===== config.mk =====
export PLATFORM = sky130hd
export DESIGN_NAME = integer_to_ascii_radix_flat
export DESIGN_NICKNAME = d
export VERILOG_FILES = /design/src/rtl/itoa_pkg.sv /design/src/rtl/itoa_if.sv /design/src/rtl/integer_to_ascii_radix.sv /design/src/flat_wrapper.sv
export SDC_FILE = /design/constraint.sdc
export NUM_CORES = 1
export LEC_CHECK = 0
export BUFFER_PORTS_ARGS = -buffer_cell sky130_fd_sc_hd__buf_2
export CORE_ASPECT_RATIO = 1.4
export CORE_MARGIN = 5
export CORE_UTILIZATION = 63
export CTS_BUF_LIST = sky130_fd_sc_hd__clkbuf_8
export DETAILED_ROUTE_END_ITERATION = 12
export PLACE_DENSITY = 0.82
export SYNTH_ARGS = -nofsm -noshare
export SYNTH_HDL_FRONTEND = slang
export SYNTH_SLANG_ARGS = --single-unit

===== constraint.sdc =====
create_clock -name clk -period 10.1 [get_ports clk]
set_input_delay 3.03 -clock clk [delete_from_list [all_inputs] [get_ports clk]]
set_output_delay 3.03 -clock clk [all_outputs]
set_load 0.01 [all_outputs]

===== src/rtl/itoa_pkg.sv =====
// itoa_pkg: shared widths, character codes and the digit lookup for the
// integer-to-ascii converter. No dependencies.
`timescale 1ns / 1ps

package itoa_pkg;

  // fixed payload widths
  localparam int NUMBER_W = 32;
  localparam int KIND_W   = 1;
  localparam int RADIX_W  = 5;
  localparam int CHAR_W   = 7;
  localparam int DIGIT_W  = 4;

  // radix limits
  localparam logic [RADIX_W-1:0] RADIX_MIN = 5'd2;
  localparam logic [RADIX_W-1:0] RADIX_MAX = 5'd16;

  // ascii codes
  localparam logic [CHAR_W-1:0] CHAR_MINUS = 7'h2D;
  localparam logic [CHAR_W-1:0] CHAR_ZERO  = 7'h30;
  localparam logic [CHAR_W-1:0] CHAR_LOW_A = 7'h61;

  // conversion kind codes
  localparam logic [KIND_W-1:0] KIND_UNSIGNED = 1'b0;
  localparam logic [KIND_W-1:0] KIND_SIGNED   = 1'b1;

  // digit value to lower-case ascii
  function automatic logic [CHAR_W-1:0] digit_char(input logic [DIGIT_W-1:0] d);
    logic [CHAR_W-1:0] c;
    if (d < 4'd10) begin
      c = CHAR_ZERO + CHAR_W'(d);
    end else begin
      c = CHAR_LOW_A + CHAR_W'(d - 4'd10);
    end
    return c;
  endfunction

endpackage


===== src/rtl/itoa_if.sv =====
// itoa_in_if / itoa_out_if: valid/ready channels for the request and the
// character stream. Depends on itoa_pkg for the payload widths.
`timescale 1ns / 1ps

interface itoa_in_if;
  logic                            valid;
  logic                            ready;
  logic [itoa_pkg::NUMBER_W-1:0]   number;
  logic [itoa_pkg::KIND_W-1:0]     kind;
  logic [itoa_pkg::RADIX_W-1:0]    radix;

  modport source (output valid, output number, output kind, output radix, input ready);
  modport sink   (input valid, input number, input kind, input radix, output ready);
endinterface

interface itoa_out_if;
  logic                            valid;
  logic                            ready;
  logic [itoa_pkg::CHAR_W-1:0]     character;
  logic                            last;

  modport source (output valid, output character, output last, input ready);
  modport sink   (input valid, input character, input last, output ready);
endinterface


===== src/rtl/integer_to_ascii_radix.sv =====
// integer_to_ascii_radix: converts one word per request into ascii digits.
// Depends on itoa_pkg and the channel interfaces in itoa_if.sv.
`timescale 1ns / 1ps

// Takes a request (number, kind, radix) and emits its text one character
// per output transfer, most significant digit first, with last set on the
// final character; a signed negative value gets a leading '-'. Radix below
// 2 acts as 2 and above 16 as 16. A single nibble divider is reused for
// every digit: it consumes four bits of the word per cycle, walking every
// nibble of the word for each digit. The input is not ready from acceptance
// until the last character is loaded into the output register; the next
// request is taken while that character waits.
module integer_to_ascii_radix #(
  parameter int VALUE_WIDTH = 32
) (
  input  logic        clk,
  input  logic        rst_n,
  itoa_in_if.sink     in_ch,
  itoa_out_if.source  out_ch
);

  localparam int NIB    = (VALUE_WIDTH + 3) / 4;
  localparam int PAD_W  = NIB * 4;
  localparam int NIB_CW = $clog2(NIB);
  localparam int CNT_W  = $clog2(VALUE_WIDTH + 1);
  localparam int EXT_W  = itoa_pkg::NUMBER_W + VALUE_WIDTH;

  typedef enum logic [2:0] {
    S_IDLE = 3'b001,
    S_DIV  = 3'b010,
    S_EMIT = 3'b100
  } state_t;

  state_t                              state_r;
  logic [PAD_W-1:0]                    work_r;
  logic [itoa_pkg::DIGIT_W-1:0]        rem_r;
  logic [itoa_pkg::RADIX_W-1:0]        radix_r;
  logic [NIB_CW-1:0]                   nib_cnt_r;
  logic [CNT_W-1:0]                    dig_cnt_r;
  logic                                neg_r;
  logic [itoa_pkg::DIGIT_W-1:0]        stack_r [VALUE_WIDTH];
  logic                                out_valid_r;
  logic [itoa_pkg::CHAR_W-1:0]         out_char_r;
  logic                                out_last_r;

  logic [EXT_W-1:0]                    num_ext;
  logic [VALUE_WIDTH-1:0]              word_in;
  logic [VALUE_WIDTH-1:0]              mag_in;
  logic                                neg_in;
  logic [itoa_pkg::RADIX_W-1:0]        radix_in;
  logic [PAD_W-1:0]                    work_nxt;
  logic [itoa_pkg::DIGIT_W-1:0]        rem_nxt;
  logic                                out_free;
  logic                                push;
  logic                                pop;

  // request decode: width fit, sign, radix clamp
  always_comb begin
    num_ext = {{VALUE_WIDTH{1'b0}}, in_ch.number};
    word_in = num_ext[VALUE_WIDTH-1:0];
    neg_in  = (in_ch.kind == itoa_pkg::KIND_SIGNED) && word_in[VALUE_WIDTH-1];
    mag_in  = neg_in ? (~word_in + VALUE_WIDTH'(1)) : word_in;
    if (in_ch.radix < itoa_pkg::RADIX_MIN) begin
      radix_in = itoa_pkg::RADIX_MIN;
    end else if (in_ch.radix > itoa_pkg::RADIX_MAX) begin
      radix_in = itoa_pkg::RADIX_MAX;
    end else begin
      radix_in = in_ch.radix;
    end
  end

  // shared divider step: {rem, top nibble} / radix, four restoring stages
  always_comb begin
    logic [8:0]                   t;
    logic [8:0]                   d;
    logic [itoa_pkg::DIGIT_W-1:0] q;
    t = {1'b0, rem_r, work_r[PAD_W-1 -: 4]};
    q = '0;
    for (int b = 3; b >= 0; b--) begin
      d = 9'(radix_r) << b;
      if (t >= d) begin
        t    = t - d;
        q[b] = 1'b1;
      end
    end
    rem_nxt  = t[3:0];
    work_nxt = {work_r[PAD_W-5:0], q};
  end

  assign out_free = !out_valid_r || out_ch.ready;
  assign push     = (state_r == S_DIV) && (nib_cnt_r == NIB_CW'(NIB - 1));
  assign pop      = (state_r == S_EMIT) && out_free && !neg_r;

  // sequencer
  always_ff @(posedge clk) begin
    if (!rst_n) begin
      state_r <= S_IDLE;
    end else begin
      unique case (state_r)
        S_IDLE: begin
          if (in_ch.valid) begin
            state_r <= S_DIV;
          end
        end
        S_DIV: begin
          if (push && (work_nxt == '0)) begin
            state_r <= S_EMIT;
          end
        end
        S_EMIT: begin
          if (pop && (dig_cnt_r == CNT_W'(1))) begin
            state_r <= S_IDLE;
          end
        end
        default: state_r <= S_IDLE;
      endcase
    end
  end

  // datapath registers
  always_ff @(posedge clk) begin
    if (state_r == S_IDLE) begin
      work_r    <= PAD_W'(mag_in);
      rem_r     <= '0;
      radix_r   <= radix_in;
      nib_cnt_r <= '0;
      dig_cnt_r <= '0;
      neg_r     <= neg_in;
    end else if (state_r == S_DIV) begin
      work_r <= work_nxt;
      if (push) begin
        rem_r     <= '0;
        nib_cnt_r <= '0;
        dig_cnt_r <= dig_cnt_r + CNT_W'(1);
      end else begin
        rem_r     <= rem_nxt;
        nib_cnt_r <= nib_cnt_r + NIB_CW'(1);
      end
    end else if (state_r == S_EMIT && out_free) begin
      if (neg_r) begin
        neg_r <= 1'b0;
      end else begin
        dig_cnt_r <= dig_cnt_r - CNT_W'(1);
      end
    end
  end

  // digit stack: push on the least significant digit, pop most significant
  always_ff @(posedge clk) begin
    if (push) begin
      stack_r[0] <= rem_nxt;
      for (int i = 1; i < VALUE_WIDTH; i++) begin
        stack_r[i] <= stack_r[i-1];
      end
    end else if (pop) begin
      for (int i = 0; i < VALUE_WIDTH - 1; i++) begin
        stack_r[i] <= stack_r[i+1];
      end
    end
  end

  // output register
  always_ff @(posedge clk) begin
    if (!rst_n) begin
      out_valid_r <= 1'b0;
    end else if (state_r == S_EMIT && out_free) begin
      out_valid_r <= 1'b1;
    end else if (out_ch.ready) begin
      out_valid_r <= 1'b0;
    end
  end

  always_ff @(posedge clk) begin
    if (state_r == S_EMIT && out_free) begin
      if (neg_r) begin
        out_char_r <= itoa_pkg::CHAR_MINUS;
        out_last_r <= 1'b0;
      end else begin
        out_char_r <= itoa_pkg::digit_char(stack_r[0]);
        out_last_r <= (dig_cnt_r == CNT_W'(1));
      end
    end
  end

  assign in_ch.ready      = (state_r == S_IDLE);
  assign out_ch.valid     = out_valid_r;
  assign out_ch.character = out_char_r;
  assign out_ch.last      = out_last_r;

  // checks
  a_rem_below_radix: assert property (@(posedge clk) disable iff (!rst_n)
    (state_r == S_DIV) |-> ({1'b0, rem_r} < radix_r))
    else $error("divider remainder not below radix");

  a_emit_has_digits: assert property (@(posedge clk) disable iff (!rst_n)
    (state_r == S_EMIT) |-> (dig_cnt_r != '0))
    else $error("emitting with an empty digit stack");

  a_digit_bound: assert property (@(posedge clk) disable iff (!rst_n)
    (state_r != S_IDLE) |-> (dig_cnt_r <= CNT_W'(VALUE_WIDTH)))
    else $error("digit count beyond word width");

  a_done_on_last: assert property (@(posedge clk) disable iff (!rst_n)
    (pop && dig_cnt_r == CNT_W'(1)) |=> (out_ch.valid && out_ch.last))
    else $error("final character not flagged last");

endmodule


===== src/flat_wrapper.sv =====
// flat-port wrapper written by rule: the top's interface ports become plain ports
module integer_to_ascii_radix_flat 
#(
  parameter int VALUE_WIDTH = 32
)
  (clk, rst_n, in_ch_valid, in_ch_number, in_ch_kind, in_ch_radix, in_ch_ready, out_ch_valid, out_ch_character, out_ch_last, out_ch_ready);
  itoa_in_if in_ch_i ();
  itoa_out_if out_ch_i ();
  input  logic clk;
  input  logic rst_n;
  input wire logic [$bits(in_ch_i.valid)-1:0] in_ch_valid;
  input wire logic [$bits(in_ch_i.number)-1:0] in_ch_number;
  input wire logic [$bits(in_ch_i.kind)-1:0] in_ch_kind;
  input wire logic [$bits(in_ch_i.radix)-1:0] in_ch_radix;
  output wire logic [$bits(in_ch_i.ready)-1:0] in_ch_ready;
  output wire logic [$bits(out_ch_i.valid)-1:0] out_ch_valid;
  output wire logic [$bits(out_ch_i.character)-1:0] out_ch_character;
  output wire logic [$bits(out_ch_i.last)-1:0] out_ch_last;
  input wire logic [$bits(out_ch_i.ready)-1:0] out_ch_ready;
  assign in_ch_i.valid = in_ch_valid;
  assign in_ch_i.number = in_ch_number;
  assign in_ch_i.kind = in_ch_kind;
  assign in_ch_i.radix = in_ch_radix;
  assign in_ch_ready = in_ch_i.ready;
  assign out_ch_valid = out_ch_i.valid;
  assign out_ch_character = out_ch_i.character;
  assign out_ch_last = out_ch_i.last;
  assign out_ch_i.ready = out_ch_ready;
  integer_to_ascii_radix #(.VALUE_WIDTH(VALUE_WIDTH)) u_core (.clk(clk), .rst_n(rst_n), .in_ch(in_ch_i), .out_ch(out_ch_i));
endmodule

After elaboration in Yosys (flattened, before gate mapping)
Memories as Yosys holds them, arrays and structs flattened. Cells that the tools add are included.

RAM bits: 128. Logic and storage cells: 155. Output and inout bits: 10. Flip-flop bits (word level): 63. Input port bits: 42. Memories kept: 1.

Memories: u_core.stack_r (words 32, bits a word 4, rd ports 32, clocked after memory_dff 0, wr ports 32, line integer_to_ascii_radix.sv:41) `logic [itoa_pkg::DIGIT_W-1:0] stack_r [VALUE_WIDTH];`.

Add/subtract/negate cells: 11. Bitwise logic cells: 32. Multiplexer cells: 64. Reduce and logical (&&, ||, !) cells: 18. Equal/unequal tests: 11. Magnitude comparators: 7.

Operators by type and width (number): 4-bit 2-to-1 mux (33); 32-bit 2-to-1 mux (3); 32-bit by 1-bit adder with 32-bit output (second input constant) (1); 32-bit zero test (1); 32-bit NOT (1); 1-bit OR (31); 9-bit 2-to-1 mux (3); 6-bit 2-to-1 mux (4); 1-bit 2-to-1 mux (14); 3-bit 2-to-1 mux (4); 2-bit != test (second input constant) (5); 9-bit by 5-bit >= comparator with 1-bit output (1); 9-bit by 6-bit >= comparator with 1-bit output (1); 9-bit by 7-bit >= comparator with 1-bit output (1); 3-bit case mux with 3 select lines (1); 8-bit by 8-bit subtractor with 9-bit output (1); 9-bit by 6-bit subtractor with 9-bit output (1); 9-bit by 7-bit subtractor with 9-bit output (1); 8-bit >= comparator (1); 2-bit nonzero test (4); 6-bit by 4-bit adder with 7-bit output (first input constant) (1); 7-bit adder (first input constant) (1); 7-bit 2-to-1 mux (1); 6-bit by 1-bit adder with 6-bit output (second input constant) (1); other kinds (19) (27).

Depth between registers and ports, before layout
Gate-level depths: netlist of the first run.

Word-level depth: 12. Gate-level depth with buffers: 34. Depth with buffers taken out: 34.

Worst setup path before layout of the first run
No wires, ideal clock.

Path kind: input to register. Start: input port out_ch_ready. End: register u_core.dig_cnt_r[5]. Library setup time: 0.141 ns. Stages on the path: 9. Arrival: 7.182 ns. Path slack: 2.776 ns. Path through: nor2b_1 -> nand2b_1 -> nor2_1 -> nor2_1 -> inv_1 -> o21ai_0 -> a21oi_1 -> xnor2_1 -> nor2_1.

Longest elaborated chain between the ends: 4.

RTL lines: from (decl) (line flat_wrapper.sv:19) `input wire logic [$bits(out_ch_i.ready)-1:0] out_ch_ready;`; 1-bit logical OR (line integer_to_ascii_radix.sv:90) `assign out_free = !out_valid_r || out_ch.ready;`; 1-bit logical AND (line integer_to_ascii_radix.sv:139) `end else if (state_r == S_EMIT && out_free) begin`; 2-bit nonzero test (no source line); 3-bit AND reduction (no source line); to (signal assigned) (line integer_to_ascii_radix.sv:134) `dig_cnt_r <= dig_cnt_r + CNT_W'(1);`; to (signal assigned) (line integer_to_ascii_radix.sv:143) `dig_cnt_r <= dig_cnt_r - CNT_W'(1);`; to (decl) (line integer_to_ascii_radix.sv:39) `logic [CNT_W-1:0] dig_cnt_r;`.

No other way between the ends. A chain may end at the register's enable or synchronous reset.

==> results of run 1 <==
## worst max path at each step
stage / to / cells past startpoint
6_report: u_core.stack_r[0][1] / 31
5_1_grt: u_core.stack_r[0][3] / 31
4_1_cts: u_core.stack_r[0][1] / 31
3_5_place_dp: u_core.stack_r[0][1] / 31
3_3_place_gp: u_core.stack_r[0][1] / 31
2_1_floorplan: u_core.dig_cnt_r[5] / 9
## cell usage in the layout, fill, tap and decap left out, types with 20 or more instances in the layout
cell      synthesis  final
nand2_1         417    416
edfxtp_1        174    174
buf_2             0     51
nor2_1           50     49
o21ai_0          42     42
a21oi_1          30     30
ha_1             30     30
inv_1            29     28
xnor2_1          27     27
xor2_1           20     20
## through the flow
stage | area (sq um) | total power, mW | worst slack [ns] | std cells | hold WS (ns)
after floorplan | 10000 | 2.06 | 2.78 | 1024 | 0.426
after global placement | 10400 | 2.27 | 2.07 | 1239 | 0.432
after detailed placement | 10400 | 2.30 | 1.89 | 1239 | 0.437
after CTS | 10800 | 2.78 | 1.84 | 1271 | 0.462
after global routing | 10800 | 2.96 | 1.15 | 1271 | 0.481
final | 10800 | 2.78 | 1.85 | 1271 | 0.460
## synth_stat cells (8+ instances only)
master / n / area (sq um)
nand2_1: 417 / 1570
edfxtp_1: 174 / 5230
nor2_1: 50 / 188
o21ai_0: 42 / 210
clkbuf_1: 31 / 116
a21oi_1: 30 / 150
ha_1: 30 / 375
inv_1: 29 / 109
xnor2_1: 27 / 236
xor2_1: 20 / 175
dfxtp_1: 17 / 340
nand3_1: 11 / 55.1
a21o_1: 9 / 67.6
nor4_1: 9 / 56.3
o21a_1: 9 / 67.6
mux2i_1: 8 / 80.1
nand2b_1: 8 / 50.1
## registers in the layout (all words and copies together), names as in the netlist, 3 cells and up
name,flops
u_core.stack_r,128
u_core.work_r,32
u_core.rem_r,4
u_core.dig_cnt_r,6
u_core.state_r,3
u_core.out_ch.character,7
u_core.nib_cnt_r,3
u_core.radix_r,5
## per-layer routing
layer  vias to the layer above  GRT usage (%)  wire length, um  share of wire [%]
li1                       3565              -                -                  -
met4                         0           6.36              393                2.0
met3                        28           3.99              878                4.5
met1                      3406           28.7             8140                 42
met5                         -              0                0                  0
met2                       199           35.8             9890                 51
## power by group
| group | total, mW | switching, mW | leakage, nW | internal (mW) |
|---|---|---|---|---|
| Combinational | 1.32 | 0.707 | 2.44 | 0.608 |
| Sequential | 0.981 | 0.0368 | 1.75 | 0.944 |
| Clock | 0.485 | 0.302 | 0.189 | 0.183 |
## kinds of logic after synthesis
family | after synthesis | synth area share [%]
compound gates | 132 | 9.05
xor+xnor | 47 | 4.11
fa+ha+maj | 34 | 4.55
buf+inv | 68 | 2.55
flops | 191 | 55.6
mux | 15 | 1.59
simple gates | 537 | 22.6
## area by class of cell
type	instances	area, sq um
multi-input combinational	765	4200
tap	196	245
clock inverter	15	150
clock buffer	17	234
fill	1179	4790
inverter	30	115
timing repair buffer	57	300
sequential	191	5570
==> qor.csv, run 1 <==
metric;value;unit
status;completed;
crit start category;flop;
routability cong.;0.863;
number of global-route vias before repair;6973;
std cell rows;54;
largest net degree at the start of global routing;87;
Post-CTS Setup Inserts;0;
Inserted Clock Buffers;17;
CP max FO;10;
Port Buf Inserts;51;
Post-CTS Hold Fix Bufs;0;
part of the Yosys area used for sequential elements;55.6;%
Bufs and invs on worst path;3;
htree depth;4;
hold endpoint;u_core.stack_r[0][124];
R2R cell count;31;
critical hold path startpoint;u_core.stack_r[0][120];
FF+latch count, synth;191;
max cap viols;0;
Cell Area, Synth;10000;sq um
fmax;0.121;GHz
nets@finish;1138;
WS Path Type;reg2reg;
fraction of layout cells with a size suffix above 1;11.3;%
Die Area;18600;sq um
DIE HEIGHT;159;um
I/O pins;52;
dpl hpwl;13300;um
worst-case clock buffer depth;2;
Setup crit start;u_core.radix_r[1];
VDD IR max;0.000177;V
synth warn;0;
crit end category;flop;
Worst Tran Pin Value;1.06;ns
Die Span X;117;um
critical path data arrival time;8.46;ns
Syn Nets;1100;
CP max stage delay;0.62;ns
Post-synth ARST share;0;%
Static Leak;4.38;nW
vias per inst;5.66;
Post-synth top flop;edfxtp_1;
fin crit period;8.25;ns
Root Driver;clkbuf_8;
RSZ-0062 raised after global routing;false;
clk sinks;191;
Initial Util;64.2;%
final setup fails;0;
reg2reg setup slack;1.85;ns
HP Class;reg2reg;
setup TNS;0;ns
Yosys cell types;65;
slowest stage cell, crit path;a221oi_2;
Final Hold Fails;0;
core area;15600;sq um
ANT cells;0;
r2r endpoint;u_core.stack_r[0][1];
CTS resizes;0;
WL final;19300;um
synthesis-to-layout area growth;7.98;%
wire per inst;15.2;um
first-pass GRT wire length;32400;um
Worst Skew;0.0201;ns
Syn Area/Cell;9.78;sq um
fin crit share;81.7;%
initial DRC count;688;
DR vias;7198;
Reg clk slew, reported paths;0.10;ns
max-slew violation count;0;
First-pass DRT Iterations;6;
final antenna-violating net count;0;
PD cells;257;nW/um^2
worst r2r src;u_core.radix_r[1];
worst hold stages;0;
grt ovf;0;
crit-path leading delay family;compound AO/OA/AOI/OAI gates;
TritonCTS clock tree;yes;
Syn Inst Count;1024;
clock latency on the worst-skew pair;0.45;ns
Worst EP required;10.31;ns
initial antenna violation count;0;
DR DRC count;0;
relative slew slack;29.4;%
Util after Layout;69.3;%
All-Layer GR Usage;21.5;%
Post-synth EDFFs;174;
(Power assumes the default switching activity.)
==> run 2: changes to the inputs <==
- clock period: 10.1 -> 8.4 ns (I/O delays scaled with it)
==> qor.csv, run 2 (synthesis results as in run 1) <==
metric;value;unit
grt ovf;0;
Net Sw Power;1.24;mW
fraction of layout cells with a size suffix above 1;11.3;%
grt met1 use;28.9;%
commonest non-fill, non-tap cell in the layout;nand2_1;
logic gate share of total power;48.2;%
core area;15600;sq um
Post-CTS Setup Inserts;0;
crit start category;flop;
final setup fails;0;
Static Leak;4.38;nW
max cap viols;0;
fin crit period;7.87;ns
worst hold stages;0;
switching part of the total power;37.3;%
Post-CTS Hold Fix Bufs;0;
Worst EP required;8.57;ns
Root Driver;clkbuf_8;
nets@finish;1139;
TritonCTS clock tree;yes;
VDD IR max;0.000287;V
htree depth;4;
Tot Pwr;3.33;mW
I/O pins;52;
Inserted Clock Buffers;17;
worst r2r src;u_core.radix_r[1];
DIE HEIGHT;159;um
largest net degree at the start of global routing;76;
Die Span X;117;um
Worst Skew;0.0124;ns
hold slack;0.457;ns
vias per inst;5.67;
dpl hpwl;13600;um
fin worst setup slack;0.527;ns
WS Path Type;reg2reg;
CTS resizes;0;
final antenna-violating net count;0;
Die Area;18600;sq um
Port Buf Inserts;51;
R2R cell count;32;
worst-case clock buffer depth;2;
initial antenna violation count;0;
critical hold path startpoint;u_core.stack_r[0][121];
met2 usage;36.5;%
Worst Tran Pin Value;0.962;ns
routability cong.;0.870;
Setup crit start;u_core.radix_r[1];
WL final;19800;um
std cell rows;54;
clk sinks;191;
GR peak layer;met2;
HP Class;reg2reg;
slowest stage cell, crit path;edfxtp_1;
share of total power in sequential cells;35.4;%
clock latency on the worst-skew pair;0.47;ns
RSZ-0062 raised after global routing;false;
max reg flops;128;
most frequent cells in the layout;416 x nand2_1, 174 x edfxtp_1, 51 x buf_2;
setup TNS;0;ns
ANT cells;0;
first-pass GRT wire length;32900;um
Reg clk slew, reported paths;0.10;ns
routing usage on met3;3.80;%
max-slew violation count;0;
First-pass DRT Iterations;5;
CP max stage delay;0.50;ns
synthesis-to-layout area growth;7.76;%
wire per inst;15.6;um
status;completed;
relative slew slack;35.8;%
Initial Util;64.2;%
crit end category;flop;
All-Layer GR Usage;22.1;%
Internal;2.09;mW
fin crit share;93.7;%
fmax;0.127;GHz
reg2reg setup slack;0.53;ns
Clk pwr share;16.4;%
DR vias;7208;
Util after Layout;69.1;%
Final Hold Fails;0;
DR DRC count;0;
number of global-route vias before repair;7063;
PD cells;309;nW/um^2
critical path data arrival time;8.05;ns
worst slack at placement;0.357;ns
initial DRC count;746;
Top reg by flops;u_core.stack_r;
CP max FO;10;
[run 2: cell types whose count changed in the layout (fill, tap and decap cells not counted), sizes merged]
cell | before | now
clkinv | 7 | 4
buf | 57 | 58
clkinvlp | 2 | 4
clkbuf | 17 | 18
[run 2: cell type report]
cell class	count	area (sq um)
Sequential cell	191	5570
Fill cell	1162	4820
Multi-Input combinational cell	765	4210
Timing Repair Buffer	58	308
Clock buffer	18	248
Tap cell	196	245
Inverter	30	115
Clock inverter	14	96.3
[run 2: power by group through the flow]
stage | Clock, mW | Sequential [mW] | Combinational, mW
3_5_place_dp | 0 | 1.20 | 1.57
4_1_cts | 0.554 | 1.18 | 1.57
2_1_floorplan | 0 | 1.18 | 1.30
3_3_place_gp | 0 | 1.20 | 1.52
6_report | 0.545 | 1.18 | 1.60
5_1_grt | 0.593 | 1.19 | 1.76
[run 2: stage by stage]
step	cell area, sq um	std cells
after floorplan	10000	1024
after global placement	10400	1240
after detailed placement	10400	1240
after CTS	10800	1272
after global routing	10800	1272
final	10800	1272
[run 2: routing by layer]
metal  part of all wire, %  up-vias
met5                     0        -
met4                   2.6        0
met3                   4.1       35
met2                    51      160
met1                    42     3439
li1                      -     3574
[run 2: path summary, 6_finish.rpt]
kind                       endpoint
max            u_core.stack_r[0][2]
min          u_core.stack_r[0][125]
max reg2reg    u_core.stack_r[0][2]
min reg2reg  u_core.stack_r[0][125]
[run 2: critical path, delay by kind of cell (launching register included)]
family | cells | cell delay, ns
buffers and inverters | 4 | 0.54
adder cells (fa/ha/maj) | 4 | 1.34
flip-flops | 1 | 0.50
AND/OR/NAND/NOR | 5 | 0.70
multiplexers | 3 | 0.87
AO/OA/AOI/OAI | 16 | 3.62
==> run 3: changes to the inputs <==
- ABC_AREA: unset -> 1
==> qor.csv, run 3 <==
metric;value;unit
HP Class;reg2reg;
std cell rows;55;
Post-synth top flop;edfxtp_1;
fraction of layout cells with a size suffix above 1;11.0;%
synthesis-to-layout area growth;8.16;%
fin crit period;6.71;ns
most frequent cells after synthesis;408 x nand2_1, 174 x edfxtp_1, 105 x o21ai_0, 97 x inv_1, 60 x nor2_1;
Tot Pwr;4.47;mW
commonest non-fill, non-tap cell in the layout;nand2_1;
Reg clk slew, reported paths;0.10;ns
First-pass DRT Iterations;5;
CP max stage delay;0.50;ns
setup TNS;0;ns
I/O pins;52;
Internal;2.39;mW
DR vias;7777;
Worst Setup EP;u_core.stack_r[0][2];
htree depth;4;
final setup fails;0;
FF+latch area;5570;sq um
Cell Area, Placed;10600;sq um
most frequent cells in the layout;408 x nand2_1, 174 x edfxtp_1, 105 x o21ai_0;
clock latency on the worst-skew pair;0.48;ns
Die Area;18900;sq um
most used cell, CP;nand2_1;
placed cells;1359;
initial antenna violation count;0;
core area;16000;sq um
Top reg by flops;u_core.stack_r;
Synth area leaders;edfxtp_1 51%, nand2_1 15%, o21ai_0 5.1%;
routability cong.;0.899;
Net Sw Power;2.08;mW
Inserted Clock Buffers;17;
Clk pwr share;13.8;%
worst-case clock buffer depth;2;
CTS resizes;0;
r2r endpoint;u_core.stack_r[0][2];
final antenna-violating net count;0;
reg2reg setup slack;1.69;ns
number of global-route vias before repair;7657;
count leader, synth;nand2_1;
PD cells;405;nW/um^2
DR DRC count;0;
DIE HEIGHT;161;um
Root Driver;clkbuf_8;
top cell type's share of synthesized area;51.2;%
crit start category;flop;
share of total power in sequential cells;28.2;%
RSZ-0062 raised after global routing;false;
largest net degree at the start of global routing;78;
Cell Area, Synth;10200;sq um
worst slack at placement;1.70;ns
max reg flops;128;
Post-CTS Setup Inserts;0;
area of the multi-input gates;4140;sq um
VDD IR max;0.000517;V
Worst Tran Pin Value;0.903;ns
critical path data arrival time;6.94;ns
ANT cells;0;
TritonCTS clock tree;yes;
fin worst setup slack;1.69;ns
dpl hpwl;14500;um
Setup crit start;u_core.radix_r[1];
FILL cells;1272;
Yosys cell types;44;
crit end category;flop;
relative slew slack;39.8;%
Initial Util;63.7;%
vias per inst;5.59;
synth warn;0;
largest area contributor in the netlist;edfxtp_1;
FF+latch count, synth;191;
nets@finish;1255;
Worst Skew;0.0192;ns
Post-CTS Hold Fix Bufs;0;
All-Layer GR Usage;22.3;%
status;completed;
Port Buf Inserts;51;
hold slack;0.461;ns
wire per inst;14.9;um
max-slew violation count;0;
Finished Layout Cells;1391;
grt ovf;0;
Post-synth EDFFs;174;
R2R cell count;38;
Final Hold Fails;0;
part of the Yosys area used for sequential elements;54.5;%
slowest stage cell, crit path;edfxtp_1;
Die Span X;118;um
switching part of the total power;46.5;%
clk sinks;191;
logic gate share of total power;58.0;%
first-pass GRT wire length;34900;um
Worst EP required;8.62;ns
Post-synth ARST share;0;%
Syn Area/Cell;8.96;sq um
fmax;0.149;GHz
WL final;20800;um
Syn Inst Count;1139;
fin crit share;79.9;%
Util after Layout;68.8;%
cell area after layout;11000;sq um
CP max FO;9;
WS Path Type;reg2reg;
Syn Nets;1215;
max cap viols;0;
worst r2r src;u_core.radix_r[1];
Static Leak;4.68;nW
initial DRC count;655;
## run 3: layout make-up
type / instances / area share [%]
sequential: 191 / 50.4
multi-input combinational: 809 / 37.5
inverter: 103 / 3.52
timing repair buffer: 57 / 2.72
tap: 199 / 2.26
clock buffer: 17 / 2.12
clock inverter: 15 / 1.50
## run 3: layer usage
metal / vias up / routed length [um] / track usage (%)
li1: 3890 / - / -
met1: 3670 / 8470 / 27.4
met2: 175 / 10800 / 38.9
met3: 42 / 887 / 4.12
met4: 0 / 617 / 8.66
met5: - / 0 / 0
## run 3: kinds of logic (layout without fill, tap and decap cells)
family	after synthesis	after routing	synth area share, %
AND/OR/NAND/NOR	582	582	24.7
flip-flops	191	191	54.5
AO/OA/AOI/OAI	160	160	8.40
buffers and inverters	139	192	5.11
adder cells (fa/ha/maj)	34	34	4.46
XOR/XNOR	33	33	2.83
## run 3: how the worst min path moves through the flow
| stage | start | cells past startpoint | end | slack [ns] |
|---|---|---|---|---|
| floorplan | u_core.stack_r[0][120] | 0 | u_core.stack_r[0][124] | 0.43 |
| finish | u_core.stack_r[0][121] | 0 | u_core.stack_r[0][125] | 0.46 |
| global route | u_core.stack_r[0][120] | 0 | u_core.stack_r[0][124] | 0.50 |
| CTS | u_core.stack_r[0][121] | 0 | u_core.stack_r[0][125] | 0.46 |
| detailed placement | u_core.stack_r[0][121] | 0 | u_core.stack_r[0][125] | 0.44 |
| global placement | u_core.stack_r[0][123] | 0 | u_core.stack_r[0][127] | 0.43 |
## run 3: worst max-delay path, delay by kind of cell, from the launching register on
| family | cells | cell delay, ns |
|---|---|---|
| buffers and inverters | 3 | 0.32 |
| adders and majority gates | 4 | 1.50 |
| and+or+nand+nor | 22 | 2.62 |
| AOI/OAI and AO/OA | 9 | 1.53 |
| DFF | 1 | 0.50 |
## run 3: power by group through the flow
stage,logic [mW],clock network [mW],registers [mW]
global route,2.91,0.661,1.27
CTS,2.59,0.624,1.26
detailed placement,2.58,0,1.28
finish,2.59,0.616,1.26
global placement,2.52,0,1.28
floorplan,2.10,0,1.26
